$ cat config.mk
export PLATFORM = sky130hd
export DESIGN_NAME = rrus_ctrl
export DESIGN_NICKNAME = d
export VERILOG_FILES = /design/src/rtl/core/round_robin_user_step_scheduler_macros.svh /design/src/rtl/core/rrus_pkg.sv /design/src/rtl/core/rrus_ctrl.sv
export SDC_FILE = /design/constraint.sdc
export NUM_CORES = 1
export LEC_CHECK = 0
export ABC_AREA = 1
export ABC_CLOCK_PERIOD_IN_PS = 1300
export BUFFER_PORTS_ARGS = -buffer_cell sky130_fd_sc_hd__buf_2
export CORE_AREA = 2 2 39 41
export CTS_CLUSTER_SIZE = 12
export DETAILED_ROUTE_END_ITERATION = 12
export DIE_AREA = 0 0 41 43
export GPL_TIMING_DRIVEN = 0
export PLACE_DENSITY = 0.45
export SYNTH_ARGS = -nofsm -noshare
export SYNTH_HDL_FRONTEND = slang
export SYNTH_SLANG_ARGS = --single-unit
$ cat constraint.sdc
create_clock -name clk -period 1.3 [get_ports clk]
set_clock_uncertainty 0.05 [all_clocks]
set_input_delay 0.26 -clock clk [delete_from_list [all_inputs] [get_ports clk]]
set_output_delay 0.26 -clock clk [all_outputs]
set_load 0.1 [all_outputs]
$ cat src/rtl/core/round_robin_user_step_scheduler_macros.svh
// ----------------------------------------------------------------------------
// Round-robin user step scheduler: assertion macros
// Concurrent check wrappers, compiled out when SYNTH is defined.
// ----------------------------------------------------------------------------
`ifndef ROUND_ROBIN_USER_STEP_SCHEDULER_MACROS_SVH
`define ROUND_ROBIN_USER_STEP_SCHEDULER_MACROS_SVH

`ifndef SYNTH
// same-cycle implication
`define RRUS_ASSERT_IMPLY(name, clk_s, rst_s, ante, cons) \
  name: assert property (@(posedge clk_s) disable iff (!rst_s) (ante) |-> (cons)) \
    else $error("rrus: same-cycle check failed");
// next-cycle implication
`define RRUS_ASSERT_NEXT(name, clk_s, rst_s, ante, cons) \
  name: assert property (@(posedge clk_s) disable iff (!rst_s) (ante) |=> (cons)) \
    else $error("rrus: next-cycle check failed");
`else
`define RRUS_ASSERT_IMPLY(name, clk_s, rst_s, ante, cons)
`define RRUS_ASSERT_NEXT(name, clk_s, rst_s, ante, cons)
`endif

`endif

$ cat src/rtl/core/rrus_pkg.sv
// ----------------------------------------------------------------------------
// rrus_pkg
// Shared types and constants of the round-robin user step scheduler.
// ----------------------------------------------------------------------------
package rrus_pkg;

  localparam int CFG_IDX_W      = 2;
  localparam int CFG_DATA_W     = 32;
  localparam int SLOT_FW        = 6;
  localparam int STEP_FW        = 6;
  localparam int CNT_W          = 32;
  localparam int ROW_W          = 16;
  localparam int LIVE_W         = 7;
  localparam int SCNT_W         = 7;
  localparam int STEPS_W        = 7;

  localparam int SLOT_COUNT_RST = 10;
  localparam int STEPS_RST      = 1;

  localparam logic CMD_PICK = 1'b0;
  localparam logic CMD_DONE = 1'b1;

  typedef enum logic [CFG_IDX_W-1:0] {
    CFG_SLOT_COUNT = 2'd0,
    CFG_STEPS      = 2'd1,
    CFG_ITER_CAP   = 2'd2,
    CFG_ROW_COUNT  = 2'd3
  } cfg_reg_t;

  typedef struct packed {
    logic               cmd;
    logic [SLOT_FW-1:0] slot_in;
    logic               failed;
  } in_item_t;

  typedef struct packed {
    logic               accepted;
    logic [SLOT_FW-1:0] slot_out;
    logic [STEP_FW-1:0] step_out;
    logic [CNT_W-1:0]   iteration_out;
    logic [ROW_W-1:0]   row_out;
    logic [LIVE_W-1:0]  live_slots;
    logic [CNT_W-1:0]   started_total;
    logic [CNT_W-1:0]   executed_total;
    logic [CNT_W-1:0]   failed_total;
    logic [CNT_W-1:0]   finished_total;
    logic [CNT_W-1:0]   abandoned_total;
  } out_item_t;

  // controller -> datapath
  typedef struct packed {
    logic accept;   // latch word, scan, read table
    logic scan;     // rescan after a retirement, read table
    logic eval;     // apply update, load result
    logic cfg_we;   // config write
    logic reload;   // one step of the live-count sweep
  } ctl_cmd_t;

  // datapath -> controller
  typedef struct packed {
    logic retire;        // current eval retires a slot, no result
    logic cfg_is_slots;  // pending config write targets slot_count
    logic reload_last;   // sweep at its last slot
  } ctl_sts_t;

endpackage

$ cat src/rtl/core/rrus_ctrl.sv
// ----------------------------------------------------------------------------
// rrus_ctrl
// Sequencer: accept, evaluate, rescan after retirement, live-count sweep.
// ----------------------------------------------------------------------------
module rrus_ctrl import rrus_pkg::*; (
  input  logic     clk,
  input  logic     rst_n,
  input  logic     in_valid,
  output logic     in_ready,
  output logic     out_valid,
  input  logic     out_ready,
  input  logic     cfg_valid,
  output logic     cfg_ready,
  output ctl_cmd_t cmd,
  input  ctl_sts_t sts
);

  typedef enum logic [1:0] {ST_IDLE, ST_EVAL, ST_SCAN, ST_RELOAD} state_t;

  state_t state_r, state_nxt;
  logic   out_valid_r, out_valid_nxt;
  logic   out_free;

  // nothing is taken while reset is held
  assign out_free  = !out_valid_r || out_ready;
  assign out_valid = out_valid_r;
  assign cfg_ready = (state_r == ST_IDLE) && rst_n;
  assign in_ready  = (state_r == ST_IDLE) && !cfg_valid && rst_n;

  always_comb begin
    cmd           = '0;
    state_nxt     = state_r;
    out_valid_nxt = out_valid_r && !out_ready;
    unique case (state_r)
      ST_IDLE: begin
        if (cfg_valid) begin
          cmd.cfg_we = 1'b1;
          if (sts.cfg_is_slots) begin
            state_nxt = ST_RELOAD;
          end
        end else if (in_valid) begin
          cmd.accept = 1'b1;
          state_nxt  = ST_EVAL;
        end
      end
      ST_EVAL: begin
        if (out_free) begin
          cmd.eval = 1'b1;
          if (sts.retire) begin
            state_nxt = ST_SCAN;
          end else begin
            state_nxt     = ST_IDLE;
            out_valid_nxt = 1'b1;
          end
        end
      end
      ST_SCAN: begin
        cmd.scan  = 1'b1;
        state_nxt = ST_EVAL;
      end
      ST_RELOAD: begin
        cmd.reload = 1'b1;
        if (sts.reload_last) begin
          state_nxt = ST_IDLE;
        end
      end
    endcase
  end

  always_ff @(posedge clk) begin
    if (!rst_n) begin
      state_r     <= ST_IDLE;
      out_valid_r <= 1'b0;
    end else begin
      state_r     <= state_nxt;
      out_valid_r <= out_valid_nxt;
    end
  end

endmodule

==> results.yml <==
cells_and_area:
  diodes: 0
  syn_to_final_growth_pct: 134
  layout_common_cells: "7 x nand2_1, 7 x buf_2, 7 x buf_12"
  drive_above_1_share_pct: 69.0
  final_nets: 67
timing:
  finalSetupViolCount: 6
  period_minus_slack_ns: 1.44
  slew_violations: 0
  rsz0062_at_grt: "yes"
  slew-limit-headroom_pct: 81.7
  setup_slack_ns: -0.142
  finalSetupTns_ns: -0.467
  final-hold-violation-count: 0
  timing.hold.ws_ns: 0.237
  fmax_mhz: 693
  worst_pin_slew_ns: 0.277
  fin_crit_sh_pct: 111
flow_run:
  maxCapViolations: 0
cts:
  htreeDepth: 1
  clk_pin_slew_worst_paths_ns: 0.04
  clock_latency_ns: 0.23
  clockBufferDepth: 2
  clock-sinks: 3
  ctsRootBufferMaster: "clkbuf_4"
  cts_hold_buf: 0
  cts_inserted_buffers: 3
  cts_tree: "built"
logic_synthesis:
  synthCells: 38
  syn_area_per_cell_sq_um: 5.96
  ys_types: 13
  ys_seq_area_share_pct: 26.5
  synth_area_sq_um: 226
  synth_area_leader_cell: "dfxtp_1"
  yosys_warnings: 0
  synth.top_cell.area_share_pct: 26.5
  synth_fp_nets: 46
  synth_area_leaders: "dfxtp_1 27%, nand2_1 13%, inv_1 12%"
  ys_ff_latch: 3
global_routing:
  grt_usage_pct: 8.02
  grt_pass1_vias: 276
  grt_max_degree: 7
  antenna_found_initial: 0
  grt_pass1_wl_um: 952
  gr-total-overflow: 0
detailed_routing:
  dr.first_iter.drc_count: 0
  route.detailed.drc: 0
  drt_pass1_iterations: 1
  avgViaCountPerCell: 3.74
  drt_wl_total_um: 553
  post_drt_wl_per_cell_um: 7.47
  vias: 277
  antenna_left: 0
placement:
  port_buffers: 15
  gp_congestion: 0.649
  hpwl_um: 464
status:
  status: "complete, but fails checks"
  violations: "setup timing"
worst_setup_path:
  ff2ff_setup_slack_ns: 0.21
  r2r-start: "state_r[1]"
  path_cells: "nor2_4 -> inv_4 -> nor3_4 -> buf_12"
  path_class: "flip-flop to output pin"
  worstPathRequired_ns: 0.99
  startpoint_type: "flip-flop"
  r2r.worst_path.cells: 5
  critPathMaxStageDelay_ns: 0.34
  cp_data_arrival_time_ns: 1.13
  critical_path.slowest_cell: "dfxtp_2"
  r2r-end: "state_r[1]"
  end_kind: "output pin"
  crit_fanout: 4
floorplanning:
  start_util_pct: 16.4
  die_height_um: 43
  row_count: 14
  die-area_sq_um: 1760
  core_sq_um: 1380
  fp.dieW_um: 41
  ios: 16
hold_path:
  hold_path_class: "input port to flip-flop"
  min-delay-start: "rst_n"
  hold_end: "state_r[0]"
  worstHoldPathCells: 3
power_and_ir_drop:
  leakage_uw: 0.000249
  totalPowerFinal_uw: 891
  powerDensity_nw_per_um2: 1680
  ir_worst_vdd_v: 0.000548
-- worst max path at each step --
| stage | startpoint | to | slack (ns) | cells past startpoint |
|---|---|---|---|---|
| floorplan | state_r[1] | in_ready | -0.29 | 3 |
| global placement | state_r[1] | in_ready | -0.11 | 4 |
| detailed placement | state_r[1] | in_ready | -0.11 | 4 |
| CTS | state_r[1] | in_ready | -0.16 | 4 |
| global route | state_r[1] | in_ready | -0.21 | 4 |
| finish | state_r[1] | in_ready | -0.14 | 4 |
-- cell type report --
| cell class | instances | area [sq um] |
|---|---|---|
| inverter | 9 | 43.8 |
| fill | 160 | 853 |
| multi-input combinational | 26 | 181 |
| clock buffer | 4 | 26.3 |
| sequential | 3 | 68.8 |
| tap | 16 | 20.0 |
| timing repair buffer | 16 | 190 |
-- worst max-delay path, delay by kind of cell (launching register included) --
kind	cells	cell delay (ns)
DFF	1	0.34
and+or+nand+nor	2	0.29
buffers and inverters	2	0.27
-- registers in the layout, indices dropped and copies added, names as in the netlist --
register and count:
state_r 2, out_valid 1
-- metal layers --
metal  track usage (%)  share of wire (%)  up-vias
met3              3.14                2.4        0
met5                 0                  0        -
met4              6.00                  0        0
met2              10.9                 53        4
met1              9.58                 45      118
li1                  -                  -      155
-- logic make-up (layout without fill, tap and decap cells) --
| group | count (synthesis) | count (layout) | share of synthesized area (%) |
|---|---|---|---|
| simple gates | 23 | 23 | 50.3 |
| compound gates | 3 | 3 | 8.29 |
| flops | 3 | 3 | 26.5 |
| buf+inv | 9 | 29 | 14.9 |
-- power by group --
group / internal, uW / leakage, uW / switching, uW
Clock: 115 / 0.0000150 / 47.6
Combinational: 201 / 0.000208 / 391
Sequential: 111 / 0.0000264 / 25.1
-- what timing repair did --
item / CTS / global route
pin swaps: 1 / 0
endpoints found under the setup margin: 8 / 7
resized for setup: 31 / 0
buffers inserted: 1 / 0
-- cells in the mapped netlist --
cell type / n
nor2_1: 6
o21a_1: 1
nand2_1: 8
nand2_2: 1
inv_1: 7
nand3_2: 2
a31oi_1: 1
inv_2: 2
nor2_2: 4
nand3_1: 1
dfxtp_1: 3
nor3_1: 1
a21oi_1: 1
-- per-stage QoR --
stage,cell area [sq um],utilization [%],cells,setup WS [ns]
after floorplan,289,-,38,-0.294
after global placement,384,27.8,69,-0.109
after detailed placement,384,27.8,69,-0.107
after CTS,531,38.3,74,-0.158
after global routing,531,38.3,74,-0.209
final,531,38.3,74,-0.142
Note: power is estimated with default switching activity, not from simulation.
